[src/design/kbr_pkg.sv]
// shared types and constants of the k-line block receiver
package kbr_pkg;

	localparam int unsigned TimeoutW = 10;
	localparam int unsigned ApbAddrW = 4;
	localparam int unsigned ApbDataW = 32;

	// input function codes
	typedef enum logic [1:0] {
		FUNC_RX_BYTE   = 2'd0,
		FUNC_TICK      = 2'd1,
		FUNC_START_KW  = 2'd2,
		FUNC_START_BLK = 2'd3
	} kbr_func_t;

	// reported events
	typedef enum logic [2:0] {
		EV_NONE    = 3'd0,
		EV_KW_OK   = 3'd1,
		EV_BLK_OK  = 3'd2,
		EV_KW_BAD  = 3'd3,
		EV_ECHO    = 3'd4,
		EV_TIMEOUT = 3'd5,
		EV_LENGTH  = 3'd6,
		EV_END     = 3'd7
	} kbr_event_t;

	// register indexes
	typedef enum logic [1:0] {
		REG_KW_TIMEOUT   = 2'd0,
		REG_ECHO_TIMEOUT = 2'd1,
		REG_LEN_TIMEOUT  = 2'd2,
		REG_BYTE_TIMEOUT = 2'd3
	} kbr_reg_t;

	localparam logic [TimeoutW-1:0] KwTimeoutRst   = 10'd200;
	localparam logic [TimeoutW-1:0] EchoTimeoutRst = 10'd200;
	localparam logic [TimeoutW-1:0] LenTimeoutRst  = 10'd100;
	localparam logic [TimeoutW-1:0] ByteTimeoutRst = 10'd20;

	localparam logic [7:0] KwByte0     = 8'h55;
	localparam logic [7:0] KwByte1     = 8'h01;
	localparam logic [7:0] KwByte2     = 8'h8A;
	localparam logic [7:0] KwAnswer    = 8'h75;
	localparam logic [7:0] EndByte     = 8'h03;
	localparam logic [7:0] ComplMask   = 8'hFF;
	localparam logic [7:0] KwCount     = 8'd3;
	localparam logic [7:0] MinBlockLen = 8'd3;

	typedef struct packed {
		logic [TimeoutW-1:0] kw_timeout;
		logic [TimeoutW-1:0] echo_timeout;
		logic [TimeoutW-1:0] len_timeout;
		logic [TimeoutW-1:0] byte_timeout;
	} kbr_cfg_t;

	typedef struct packed {
		logic       present;
		logic       tx_valid;
		logic [7:0] tx_byte;
		logic       data_valid;
		logic [7:0] data_byte;
		logic [7:0] byte_index;
		kbr_event_t event_res;
	} kbr_res_t;

	function automatic logic [7:0] kw_expected(input logic [1:0] pos);
		case (pos)
			2'd0: kw_expected = KwByte0;
			2'd1: kw_expected = KwByte1;
			2'd2: kw_expected = KwByte2;
			default: kw_expected = KwByte0;
		endcase
	endfunction

endpackage

[src/design/kbr_if.sv]
// valid/ready channel interfaces for events in and results out
interface kbr_in_if;
	logic       valid;
	logic       ready;
	logic [1:0] func;
	logic [7:0] rx_byte;

	modport source(output valid, output func, output rx_byte, input ready);
	modport sink(input valid, input func, input rx_byte, output ready);
endinterface

interface kbr_out_if;
	logic       valid;
	logic       ready;
	logic       tx_valid;
	logic [7:0] tx_byte;
	logic       data_valid;
	logic [7:0] data_byte;
	logic [7:0] byte_index;
	logic [2:0] event_res;

	modport source(output valid, output tx_valid, output tx_byte, output data_valid,
		output data_byte, output byte_index, output event_res, input ready);
	modport sink(input valid, input tx_valid, input tx_byte, input data_valid,
		input data_byte, input byte_index, input event_res, output ready);
endinterface

[src/design/kbr_regs.sv]
// apb register file holding the four timeout settings
module kbr_regs (
	input  logic                          clk,
	input  logic                          arst_n,
	input  logic                          psel,
	input  logic                          penable,
	input  logic                          pwrite,
	input  logic [kbr_pkg::ApbAddrW-1:0]  paddr,
	input  logic [kbr_pkg::ApbDataW-1:0]  pwdata,
	output logic [kbr_pkg::ApbDataW-1:0]  prdata,
	output logic                          pready,
	output kbr_pkg::kbr_cfg_t             cfg
);
	import kbr_pkg::*;

	kbr_cfg_t cfg_q;
	kbr_reg_t sel;
	logic     wr_en;

	assign sel    = kbr_reg_t'(paddr[3:2]);
	assign wr_en  = psel && penable && pwrite;
	assign pready = 1'b1;
	assign cfg    = cfg_q;

	always_ff @(posedge clk or negedge arst_n) begin
		if (!arst_n) begin
			cfg_q.kw_timeout   <= KwTimeoutRst;
			cfg_q.echo_timeout <= EchoTimeoutRst;
			cfg_q.len_timeout  <= LenTimeoutRst;
			cfg_q.byte_timeout <= ByteTimeoutRst;
		end else if (wr_en) begin
			case (sel)
				REG_KW_TIMEOUT:   cfg_q.kw_timeout   <= pwdata[TimeoutW-1:0];
				REG_ECHO_TIMEOUT: cfg_q.echo_timeout <= pwdata[TimeoutW-1:0];
				REG_LEN_TIMEOUT:  cfg_q.len_timeout  <= pwdata[TimeoutW-1:0];
				REG_BYTE_TIMEOUT: cfg_q.byte_timeout <= pwdata[TimeoutW-1:0];
				default: ;
			endcase
		end
	end

	always_comb begin
		prdata = '0;
		case (sel)
			REG_KW_TIMEOUT:   prdata[TimeoutW-1:0] = cfg_q.kw_timeout;
			REG_ECHO_TIMEOUT: prdata[TimeoutW-1:0] = cfg_q.echo_timeout;
			REG_LEN_TIMEOUT:  prdata[TimeoutW-1:0] = cfg_q.len_timeout;
			REG_BYTE_TIMEOUT: prdata[TimeoutW-1:0] = cfg_q.byte_timeout;
			default: prdata = '0;
		endcase
	end

endmodule

[src/design/kbr_fsm.sv]
// protocol sequencer: keyword and block phases, timers and result decode
module kbr_fsm (
	input  logic              clk,
	input  logic              arst_n,
	input  logic              take,
	input  logic [1:0]        func,
	input  logic [7:0]        rx_byte,
	input  kbr_pkg::kbr_cfg_t cfg,
	output kbr_pkg::kbr_res_t res
);
	import kbr_pkg::*;

	typedef enum logic [3:0] {
		PH_IDLE,
		PH_KW,
		PH_KW_ECHO,
		PH_LEN,
		PH_BYTE,
		PH_ECHO,
		PH_END
	} phase_t;

	phase_t              phase_q, phase_d;
	logic [TimeoutW-1:0] timer_q, timer_d;
	logic [7:0]          echo_q, echo_d;
	logic [7:0]          len_q, len_d;
	logic [7:0]          taken_q, taken_d;
	logic [TimeoutW-1:0] limit;
	logic [7:0]          taken_inc;
	kbr_func_t           fn;

	assign fn        = kbr_func_t'(func);
	assign taken_inc = taken_q + 8'd1;

	always_comb begin
		case (phase_q)
			PH_KW:               limit = cfg.kw_timeout;
			PH_KW_ECHO, PH_ECHO: limit = cfg.echo_timeout;
			PH_LEN, PH_END:      limit = cfg.len_timeout;
			default:             limit = cfg.byte_timeout;
		endcase
	end

	always_comb begin
		phase_d = phase_q;
		timer_d = timer_q;
		echo_d  = echo_q;
		len_d   = len_q;
		taken_d = taken_q;
		res     = '0;
		res.byte_index = taken_q;
		res.event_res  = EV_NONE;

		case (fn)
			FUNC_START_KW: begin
				taken_d = '0;
				timer_d = '0;
				phase_d = PH_KW;
			end
			FUNC_START_BLK: begin
				taken_d = '0;
				timer_d = '0;
				phase_d = PH_LEN;
			end
			FUNC_TICK: begin
				if (phase_q != PH_IDLE) begin
					if (timer_q >= limit) begin
						res.present   = 1'b1;
						res.event_res = EV_TIMEOUT;
						phase_d       = PH_IDLE;
						timer_d       = '0;
					end else begin
						timer_d = timer_q + 1'b1;
					end
				end
			end
			default: begin
				// received byte; every failure reports and drops to idle
				case (phase_q)
					PH_KW: begin
						if (taken_q > 8'd2 || rx_byte != kw_expected(taken_q[1:0])) begin
							res.present   = 1'b1;
							res.event_res = EV_KW_BAD;
							phase_d       = PH_IDLE;
							timer_d       = '0;
						end else begin
							taken_d = taken_inc;
							timer_d = '0;
							if (taken_inc == KwCount) begin
								echo_d         = KwAnswer;
								phase_d        = PH_KW_ECHO;
								res.present    = 1'b1;
								res.tx_valid   = 1'b1;
								res.tx_byte    = KwAnswer;
								res.byte_index = taken_inc;
							end
						end
					end
					PH_KW_ECHO: begin
						res.present   = 1'b1;
						res.event_res = (rx_byte != echo_q) ? EV_ECHO : EV_KW_OK;
						phase_d       = PH_IDLE;
						timer_d       = '0;
					end
					PH_LEN, PH_BYTE: begin
						if (phase_q == PH_LEN) begin
							len_d = rx_byte;
						end
						echo_d       = rx_byte ^ ComplMask;
						phase_d      = PH_ECHO;
						timer_d      = '0;
						res.present  = 1'b1;
						res.tx_valid = 1'b1;
						res.tx_byte  = rx_byte ^ ComplMask;
					end
					PH_ECHO: begin
						timer_d = '0;
						if (rx_byte != echo_q) begin
							res.present   = 1'b1;
							res.event_res = EV_ECHO;
							phase_d       = PH_IDLE;
						end else if (taken_q == 8'd0 && len_q < MinBlockLen) begin
							res.present   = 1'b1;
							res.event_res = EV_LENGTH;
							phase_d       = PH_IDLE;
						end else begin
							res.present    = 1'b1;
							res.data_valid = 1'b1;
							res.data_byte  = echo_q ^ ComplMask;
							taken_d        = taken_inc;
							phase_d        = (taken_inc >= len_q) ? PH_END : PH_BYTE;
						end
					end
					PH_END: begin
						res.present   = 1'b1;
						res.event_res = (rx_byte != EndByte) ? EV_END : EV_BLK_OK;
						phase_d       = PH_IDLE;
						timer_d       = '0;
					end
					default: phase_d = PH_IDLE;
				endcase
			end
		endcase
	end

	always_ff @(posedge clk or negedge arst_n) begin
		if (!arst_n) begin
			phase_q <= PH_IDLE;
			timer_q <= '0;
			echo_q  <= '0;
			len_q   <= '0;
			taken_q <= '0;
		end else if (take) begin
			phase_q <= phase_d;
			timer_q <= timer_d;
			echo_q  <= echo_d;
			len_q   <= len_d;
			taken_q <= taken_d;
		end
	end

endmodule

[src/design/kbr_out_reg.sv]
// result register between the sequencer and the output channel
module kbr_out_reg (
	input  logic              clk,
	input  logic              arst_n,
	input  logic              take,
	input  kbr_pkg::kbr_res_t res,
	output logic              can_take,
	kbr_out_if.source         res_out
);
	import kbr_pkg::*;

	logic     valid_q;
	kbr_res_t res_q;

	// a waiting result that leaves this cycle frees the slot for the next
	assign can_take = !valid_q || res_out.ready;

	always_ff @(posedge clk or negedge arst_n) begin
		if (!arst_n) begin
			valid_q <= 1'b0;
		end else if (take) begin
			valid_q <= res.present;
		end else if (res_out.ready) begin
			valid_q <= 1'b0;
		end
	end

	always_ff @(posedge clk) begin
		if (take && res.present) begin
			res_q <= res;
		end
	end

	assign res_out.valid      = valid_q;
	assign res_out.tx_valid   = res_q.tx_valid;
	assign res_out.tx_byte    = res_q.tx_byte;
	assign res_out.data_valid = res_q.data_valid;
	assign res_out.data_byte  = res_q.data_byte;
	assign res_out.byte_index = res_q.byte_index;
	assign res_out.event_res  = 3'(res_q.event_res);

endmodule

[src/design/kline_block_receiver_unit.sv]
// top level of the k-line block receiver
//
//  channel   dir  handshake            payload
//  evt_in    in   valid/ready          func, rx_byte
//  res_out   out  valid/ready          tx_valid, tx_byte, data_valid, data_byte,
//                                      byte_index, event_res
//  apb       in   psel/penable, pready timeout registers at 0x0, 0x4, 0x8, 0xc
//
// one event per cycle while no result stalls; a result appears the cycle after its transfer
// the result register lets a new event in while the old result leaves
// a stalled result holds off evt_in until res_out takes it
// reset returns the sequencer to idle and loads the default timeouts
module kline_block_receiver_unit (
	input  logic                          clk,
	input  logic                          arst_n,
	kbr_in_if.sink                        evt_in,
	kbr_out_if.source                     res_out,
	input  logic                          psel,
	input  logic                          penable,
	input  logic                          pwrite,
	input  logic [kbr_pkg::ApbAddrW-1:0]  paddr,
	input  logic [kbr_pkg::ApbDataW-1:0]  pwdata,
	output logic [kbr_pkg::ApbDataW-1:0]  prdata,
	output logic                          pready
);
	import kbr_pkg::*;

	kbr_cfg_t cfg;
	kbr_res_t res;
	logic     can_take;
	logic     take;

	assign evt_in.ready = can_take;
	assign take         = evt_in.valid && can_take;

	kbr_regs u_regs (
		.clk     (clk),
		.arst_n  (arst_n),
		.psel    (psel),
		.penable (penable),
		.pwrite  (pwrite),
		.paddr   (paddr),
		.pwdata  (pwdata),
		.prdata  (prdata),
		.pready  (pready),
		.cfg     (cfg)
	);

	kbr_fsm u_fsm (
		.clk     (clk),
		.arst_n  (arst_n),
		.take    (take),
		.func    (evt_in.func),
		.rx_byte (evt_in.rx_byte),
		.cfg     (cfg),
		.res     (res)
	);

	kbr_out_reg u_out (
		.clk      (clk),
		.arst_n   (arst_n),
		.take     (take),
		.res      (res),
		.can_take (can_take),
		.res_out  (res_out)
	);

endmodule

[src/flat_wrapper.sv]
// flat-port wrapper written by rule: the top's interface ports become plain ports
module kline_block_receiver_unit_flat import kbr_pkg::*;
  (clk, arst_n, psel, penable, pwrite, paddr, pwdata, prdata, pready, evt_in_valid, evt_in_func, evt_in_rx_byte, evt_in_ready, res_out_valid, res_out_tx_valid, res_out_tx_byte, res_out_data_valid, res_out_data_byte, res_out_byte_index, res_out_event_res, res_out_ready);
  kbr_in_if evt_in_i ();
  kbr_out_if res_out_i ();
  input  logic clk;
  input  logic arst_n;
  input  logic psel;
  input  logic penable;
  input  logic pwrite;
  input  logic [kbr_pkg::ApbAddrW-1:0] paddr;
  input  logic [kbr_pkg::ApbDataW-1:0] pwdata;
  output logic [kbr_pkg::ApbDataW-1:0] prdata;
  output logic pready;
  input wire logic [$bits(evt_in_i.valid)-1:0] evt_in_valid;
  input wire logic [$bits(evt_in_i.func)-1:0] evt_in_func;
  input wire logic [$bits(evt_in_i.rx_byte)-1:0] evt_in_rx_byte;
  output wire logic [$bits(evt_in_i.ready)-1:0] evt_in_ready;
  output wire logic [$bits(res_out_i.valid)-1:0] res_out_valid;
  output wire logic [$bits(res_out_i.tx_valid)-1:0] res_out_tx_valid;
  output wire logic [$bits(res_out_i.tx_byte)-1:0] res_out_tx_byte;
  output wire logic [$bits(res_out_i.data_valid)-1:0] res_out_data_valid;
  output wire logic [$bits(res_out_i.data_byte)-1:0] res_out_data_byte;
  output wire logic [$bits(res_out_i.byte_index)-1:0] res_out_byte_index;
  output wire logic [$bits(res_out_i.event_res)-1:0] res_out_event_res;
  input wire logic [$bits(res_out_i.ready)-1:0] res_out_ready;
  assign evt_in_i.valid = evt_in_valid;
  assign evt_in_i.func = evt_in_func;
  assign evt_in_i.rx_byte = evt_in_rx_byte;
  assign evt_in_ready = evt_in_i.ready;
  assign res_out_valid = res_out_i.valid;
  assign res_out_tx_valid = res_out_i.tx_valid;
  assign res_out_tx_byte = res_out_i.tx_byte;
  assign res_out_data_valid = res_out_i.data_valid;
  assign res_out_data_byte = res_out_i.data_byte;
  assign res_out_byte_index = res_out_i.byte_index;
  assign res_out_event_res = res_out_i.event_res;
  assign res_out_i.ready = res_out_ready;
  kline_block_receiver_unit u_core (.clk(clk), .arst_n(arst_n), .evt_in(evt_in_i), .res_out(res_out_i), .psel(psel), .penable(penable), .pwrite(pwrite), .paddr(paddr), .pwdata(pwdata), .prdata(prdata), .pready(pready));
endmodule
[config.mk]
export PLATFORM = sky130hd
export DESIGN_NAME = kline_block_receiver_unit_flat
export DESIGN_NICKNAME = d
export VERILOG_FILES = /design/src/design/kbr_pkg.sv /design/src/design/kbr_if.sv /design/src/design/kbr_regs.sv /design/src/design/kbr_fsm.sv /design/src/design/kbr_out_reg.sv /design/src/design/kline_block_receiver_unit.sv /design/src/flat_wrapper.sv
export SDC_FILE = /design/constraint.sdc
export NUM_CORES = 1
export LEC_CHECK = 0
export BUFFER_PORTS_ARGS = -buffer_cell sky130_fd_sc_hd__buf_2
export CELL_PAD_IN_SITES_DETAIL_PLACEMENT = 0
export CELL_PAD_IN_SITES_GLOBAL_PLACEMENT = 1
export CORE_MARGIN = 4
export CORE_UTILIZATION = 48
export DETAILED_ROUTE_END_ITERATION = 8
export MAX_ROUTING_LAYER = met4
export PLACE_DENSITY_LB_ADDON = 0.1
export SYNTH_ARGS = -nofsm -noshare
export SYNTH_HDL_FRONTEND = slang
export SYNTH_HIERARCHICAL = 1
export SYNTH_SLANG_ARGS = --single-unit
export TNS_END_PERCENT = 30
[constraint.sdc]
create_clock -name clk -period 5.2 [get_ports clk]
set_input_delay 0.52 -clock clk [delete_from_list [all_inputs] [get_ports clk]]
set_output_delay 0.52 -clock clk [all_outputs]
set_load 0.1 [all_outputs]
==> impl_results.md, run 1 <==
* Max-slew violations at 0
* CTS H-Tree Depth at 3
* Initial core utilization at 0.492
* Die footprint at roughly 0.015 mm^2
* FFs w/ async S/R, synth at 0.729
* Tightest Hold Check Type: in -> async
* Post-layout minimum cycle time at 4.35 ns
* RSZ-0062 raised after global routing: false
* Final core occ at 0.542
* Crit path DAT at about 4.6 ns
* Hold Vio Cnt, Final at 0
* GR Overflow Total at 0
* Initial antenna violation count at 0
* Area growth from synthesis to layout at 10.1%
* Worst reg-to-reg setup slack at about 0.85 ns
* Drt pass-1 iters at 5
* Hold_buf cts at 0
* LEAKAGE at 3.06 nW
* Number of distinct library cells after synthesis at 84
* Post-synth EDFFs at 29
* Setup TNS at 0 ns
* Antenna cells at 0
* Seq cells post-synth at around 110
* Worst slew margin at 0.323
* GP Congestion at ~0.85
* Worst IR drop on VDD at 263 uV
* Core area at between 0.01 and 0.015 mm^2
* Worst Skew at around 0.0094 ns
* TritonCTS clock tree: built
* WL/cell at between 15 and 20 um
* Status: complete, no violations
* Worst slew pin tran at between 1 and 1.5 ns
* Final worst path period share at 0.836
* Antenna-violating nets left at 0
* Max_cap viols at 0
* Die width at 122 um
* Die height at 122 um
* Num CTS Buffers at 9
* Clock latency on the worst-skew pair at approximately 0.35 ns
* Cell count after synthesis at about 550
* I/O Pins at between 100 and 150
* CTS Sinks at 107
* Final nets at between 600 and 700
* Gr usage total at 0.204
* Avg Cell Area, Syn at approximately 11 um^2
* CTS Buffer Depth at 2
* Share of post-route cells with drive strength above 1 at 0.300
* Port bufs at 69
* Worst-path clk slew at roughly 0.070 ns
* Pin count of the biggest net entering global routing at between 70 and 80
* Setup Fix Bufs, Post-CTS at 0
* Root Buffer: clkbuf_16
* Vias in the first global route at 4,257
* Required @ worst endpoint at around 5.4 ns
* Fill count at between 1k and 1.5k
* Mapped Area at just over 0.006 mm^2
* Max FO, Critical Path at 30
* Detailed Route WL at 14.2 mm
* Sequential fraction of the synthesis area at 0.455
* Dpl hpwl at 9.99 mm
* CP Class: reg -> reg
* Via-per-instance ratio at around 5.5
* Ys Warns at 6
* DR DRC count at 0
* Pwr/cell area at 422 mW/mm^2
* DR iter-0 viols at between 200 and 250
* Main synth FF type: dfrtp_1
* Max Fclk at 0.230 GHz
* Vias at around 4.3k
* First-pass GRT wire length at between 20 and 25 mm
* Element type at the critical path start: flop
* Final Setup Violations at 0
* CP Capture Type: flop
* Rows at ~40
* Cts repair resizes at 0
## cell families after synthesis
family	count (synthesis)	share of synthesized area
flip-flops	107	0.455
other	2	0.00120
AO/OA/AOI/OAI	97	0.116
multiplexers	61	0.134
XOR/XNOR	20	0.0281
AND/OR/NAND/NOR	165	0.144
buffers and inverters	70	0.0680
adder cells (fa/ha/maj)	27	0.0542
## per-layer routing
metal | vias to the layer above | share of wire | global-route usage
li1 | 2068 | - | -
met1 | 2116 | 0.43 | 0.256
met2 | 123 | 0.50 | 0.334
met3 | 12 | 0.052 | 0.0474
met4 | 0 | 0.016 | 0.0511
met5 | - | 0 | -
## final timing paths
kind                                         start                          to  cells past startpoint
setup reg to reg           u_core/u_fsm/phase_q[0]  u_core/u_out/res_out.valid                     16
max in group asynchronous                   arst_n       u_core/u_regs/cfg[30]                      1
hold / removal                              arst_n     u_core/u_fsm/taken_q[2]                      1
setup / recovery           u_core/u_fsm/phase_q[0]  u_core/u_out/res_out.valid                     16
min in group clk                         pwdata[0]       u_core/u_regs/cfg[10]                      2
hold reg to reg              u_core/u_fsm/len_q[7]       u_core/u_fsm/len_q[7]                      2
## area by class of cell
class | count | area (um^2) | area share
Multi-Input combinational cell | 393 | 3060 | 0.445
Sequential cell | 107 | 2840 | 0.413
Timing Repair Buffer | 72 | 370 | 0.0540
Clock buffer | 12 | 250 | 0.0365
Tap cell | 172 | 215 | 0.0314
Inverter | 23 | 86.3 | 0.0126
Clock inverter | 4 | 50.0 | 0.00729
## power breakdown
group	internal, W	switching (W)	leakage (nW)	total, W
sequential	0.00103	0.000113	1.24	0.00114
combinational	0.000331	0.000731	1.67	0.00106
clock	0.000393	0.000300	0.151	0.000693
total	0.00175	0.00115	3.06	0.00290
## worst max-delay path: stages (launching register included)
cell and delay (ns):
dfrtp_1 0.40, inv_1 0.13, ha_1 0.33, inv_1 0.06, o21ai_0 0.68, buf_4 0.29, a221oi_1 0.08, nand2_1 0.06
o21ai_0 0.13, ha_1 0.35, a211oi_1 0.19, o21ai_0 0.13, a221o_1 0.36, o21ai_0 0.41, nand3_1 0.12, and2_4 0.31
o21bai_1 0.21
## cells in the final DEF, fill, tap and decap left out, types with 3 or more instances in the layout
cell type / count
and4_1: 3
xor2_1: 6
clkbuf_16: 9
a21oi_1: 10
nand2_1: 55
conb_1: 23
a211oi_1: 3
a21o_1: 5
o21ai_0: 28
mux2_4: 11
mux2i_1: 4
dfstp_2: 11
dfrtp_1: 67
nor2_1: 35
nor3_1: 9
nor4_1: 4
a32o_1: 4
buf_4: 4
edfxtp_1: 29
inv_1: 23
buf_2: 68
nor2b_1: 6
a22o_1: 4
a221oi_1: 11
ha_1: 27
nand3_1: 8
and2_1: 3
a22oi_1: 4
nand4_1: 9
xnor2_1: 14
or3_1: 4
mux4_2: 10
nand2b_1: 4
mux2_2: 36
## metrics by stage
step	std cells	total power [W]	hold slack (ns)	worst slack [ns]	area, um^2
floorplan	570	0.00199	0.224	1.80	6320
global placement	767	0.00220	0.469	0.834	6560
global route	783	0.00306	0.403	0.461	6860
detailed placement	767	0.00222	0.477	0.831	6560
finish	783	0.00290	0.332	0.855	6860
CTS	783	0.00293	0.380	0.803	6860
## synthesized netlist by cell type, types with 3 or more instances
cell type / count / area, um^2
edfxtp_1: 29 / 871
nor3_1: 9 / 45.0
nor2b_1: 6 / 37.5
ha_1: 27 / 338
nor2_1: 35 / 131
mux2_4: 11 / 165
mux2_2: 36 / 405
a22o_1: 4 / 35.0
dfstp_2: 11 / 289
a211oi_1: 3 / 22.5
a32o_1: 4 / 40.0
nand2b_1: 4 / 25.0
a22oi_1: 4 / 30.0
a21o_1: 5 / 37.5
mux2i_1: 4 / 40.0
buf_6: 6 / 67.6
xor2_1: 6 / 52.6
nor4_1: 4 / 25.0
and4_1: 3 / 26.3
xnor2_1: 14 / 123
buf_4: 24 / 180
buf_2: 5 / 25.0
or3_1: 4 / 25.0
a221oi_1: 11 / 96.3
nand4_1: 9 / 56.3
nand2_1: 55 / 206
mux4_2: 10 / 225
inv_1: 23 / 86.3
o21ai_0: 28 / 140
and2_1: 3 / 18.8
dfrtp_1: 67 / 1680
nand3_1: 8 / 40.0
a21oi_1: 10 / 50.1
clkbuf_1: 8 / 30.0
## flip-flops by register name, summed over array words and instances (netlist names)
signal                           flops
u_core/u_regs/cfg                   40
u_core/u_fsm/timer_q                10
u_core/u_fsm/echo_q                  8
u_core/u_fsm/len_q                   8
u_core/u_fsm/taken_q                 8
u_core/u_out/res_out.byte_index      8
u_core/u_out/res_out.data_byte       8
u_core/u_out/res_out.tx_byte         8
u_core/u_fsm/phase_q                 3
u_core/u_out/res_out.event_res       3
u_core/u_out/res_out.data_valid      1
u_core/u_out/res_out.tx_valid        1
u_core/u_out/res_out.valid           1
No activity file was read; power rests on OpenSTA's default activity.
==> run 2: changes to the inputs <==
--- a/config.mk
+++ b/config.mk
@@ -9,7 +9,7 @@
 export CELL_PAD_IN_SITES_DETAIL_PLACEMENT = 0
 export CELL_PAD_IN_SITES_GLOBAL_PLACEMENT = 1
 export CORE_MARGIN = 4
-export CORE_UTILIZATION = 48
+export CORE_UTILIZATION = 44
 export DETAILED_ROUTE_END_ITERATION = 8
 export MAX_ROUTING_LAYER = met4
 export PLACE_DENSITY_LB_ADDON = 0.1
==> constraint.sdc (replaced) <==
create_clock -name clk -period 4.1 [get_ports clk]
set_input_delay 0.41 -clock clk [delete_from_list [all_inputs] [get_ports clk]]
set_output_delay 0.41 -clock clk [all_outputs]
set_load 0.1 [all_outputs]
==> impl_results.md, run 2 (synthesized netlist as in run 1, its figures left out) <==
* Die width at 127 um (+4.2%)
* First-pass GRT wire length at 23.6 mm (+3.8%)
* Setup TNS at 0 ns (unchanged)
* Root Buffer: clkbuf_16
* Gr usage total at 0.191 (-0.0124)
* Area growth from synthesis to layout at 10.9%
* Worst slew pin tran at 1.03 ns (+0.0111 ns)
* Drt pass-1 iters at 5 (unchanged)
* Port bufs at 69 (unchanged)
* Hold_buf cts at 0 (unchanged)
* R2R Path End: u_core/u_out/res_out.valid
* CTS Buffer Depth at 2 (unchanged)
* CP Capture Type: flop
* Final worst path period share at 0.924 (+0.0884)
* Antenna cells at 0 (unchanged)
* Required @ worst endpoint at 4.33 ns (-1.11 ns)
* Critical path endpoint: u_core/u_out/res_out.valid
* Max_cap viols at 0 (unchanged)
* Initial antenna violation count at 0 (unchanged)
* Hold Vio Cnt, Final at 0 (unchanged)
* Max FO, Critical Path at 30 (unchanged)
* Clock latency on the worst-skew pair at 0.36 ns (about the same)
* Post-layout minimum cycle time at 3.79 ns (-0.557 ns)
* GP Congestion at 0.879 (+3.9%)
* CP Class: reg -> reg
* Rows at 43 (+4.9%)
* Crit path from: u_core/u_fsm/phase_q[1]
* TritonCTS clock tree: built
* LEAKAGE at 3.08 nW (+0.58%)
* Placed insts at 780 (+1.7%)
* Worst IR drop on VDD at 364 uV (+38%)
* Worst slew margin at 0.313 (-0.0104)
* Reg2reg path depth at 12 (-4)
* WL/cell at 18.1 um (about the same)
* Crit Reg-Reg Startpoint: u_core/u_fsm/phase_q[1]
* Register area at 0.00284 mm^2 (unchanged)
* Non-Filler Instances at 796 (+1.7%)
* I/O Pins at 117 (unchanged)
* RSZ-0062 raised after global routing: false
* CTS Sinks at 107 (unchanged)
* Element type at the critical path start: flop
* Worst reg-to-reg setup slack at 0.31 ns (-0.54 ns)
* Num CTS Buffers at 9 (unchanged)
* Pwr/cell area at 535 mW/mm^2 (+27%)
* Core area at 0.0139 mm^2 (+9.5%)
* Pin count of the biggest net entering global routing at 79 (unchanged)
* Multi-input logic area at 0.00306 mm^2 (+0.29%)
* Tightest Hold Check Type: in -> async
* Initial core utilization at 0.449 (-0.0429)
* Vias at 4,338 (+0.44%)
* CTS H-Tree Depth at 3 (unchanged)
* Design area at 0.00692 mm^2 (+0.78%)
* Antenna-violating nets left at 0 (unchanged)
* Max reg flops at 40 (unchanged)
* Max Fclk at 0.264 GHz (+15%)
* GR Overflow Total at 0 (unchanged)
* Final Setup Violations at 0 (unchanged)
* Crit path DAT at 4.02 ns (-0.56 ns)
* Dpl hpwl at 10.2 mm (+2.4%)
* Worst-path clk slew at 0.07 ns (about the same)
* Post-DP Area at 0.00661 mm^2 (+0.72%)
* Vias in the first global route at 4,401 (+3.4%)
* Max-slew violations at 0 (unchanged)
* DR iter-0 viols at 255 (+9.9%)
* Fill count at 1,286 (+13%)
* Via-per-instance ratio at 5.45 (-1.2%)
* Detailed Route WL at 14.4 mm (+1.8%)
* Total Power at 0.00370 W (+28%)
* Final nets at 691 (+0.73%)
* Die footprint at 0.0161 mm^2 (+8.5%)
* Worst Skew at 0.0103 ns (+0.000851 ns)
* Commonest cells after routing, fill and taps aside: 68 x buf_2, 67 x dfrtp_1, 54 x nand2_1, 36 x mux2_2, 35 x nor2_1
* Die height at 127 um (+4.2%)
* Share of post-route cells with drive strength above 1 at 0.308 (+0.00893)
* Status: complete, no violations
* Most common cell after layout, fill and taps aside: buf_2
* DR DRC count at 0 (unchanged)
## run 2: worst min-delay path by stage
stage | from | slack, ns | endpoint | cells after the start
after global routing | arst_n | 0.28 | u_core/u_fsm/taken_q[4] | 1
after floorplan | arst_n | 0.11 | u_core/u_fsm/echo_q[0] | 0
after CTS | arst_n | 0.27 | u_core/u_fsm/taken_q[1] | 1
after detailed placement | u_core/u_fsm/len_q[7] | 0.48 | u_core/u_fsm/len_q[7] | 2
final | arst_n | 0.21 | u_core/u_fsm/taken_q[2] | 1
after global placement | u_core/u_fsm/len_q[7] | 0.47 | u_core/u_fsm/len_q[7] | 2
## run 2: power breakdown
| group | switching [W] | internal [W] |
|---|---|---|
| logic | 0.000942 | 0.000429 |
| clock network | 0.000403 | 0.000480 |
| registers | 0.000140 | 0.00131 |
| total | 0.00148 | 0.00221 |
## run 2: final cells by class
| cell class | count | share of cell area |
|---|---|---|
| timing repair buffer | 77 | 0.0590 |
| inverter | 23 | 0.0125 |
| multi-input combinational | 393 | 0.443 |
| sequential | 107 | 0.410 |
| clock inverter | 6 | 0.00995 |
| clock buffer | 10 | 0.0331 |
| tap | 180 | 0.0326 |
## run 2: repair_timing
item                                    4_1_cts  5_1_grt
endpoints found under the setup margin        0       30
gates resized for setup                       0        3
buffers inserted                              0        0
## run 2: critical path, cell delays in order, from the launching register on
cell and delay [ns]:
dfrtp_1 0.39, inv_1 0.09, ha_1 0.32, or3_1 0.61
o21ai_0 0.44, ha_1 0.32, nand3_1 0.13, nor2_1 0.06
a221o_1 0.36, o21ai_0 0.30, nand3_1 0.12, and2_4 0.31
o21bai_1 0.21
## run 2: stage by stage
stage	hold WS (ns)	utilization	setup slack (ns)
floorplan	0.114	-	0.701
global placement	0.470	0.476	0.347
detailed placement	0.478	0.476	0.305
CTS	0.268	0.498	0.286
global route	0.282	0.498	0.00657
finish	0.206	0.498	0.312
## run 2: layer usage
metal  global-route usage  vias up  part of all wire
li1                     -     2082                 -
met4               0.0536        0             0.015
met2                0.315      105              0.50
met1                0.238     2134              0.44
met3               0.0435       17             0.047
met5                    -        -                 0
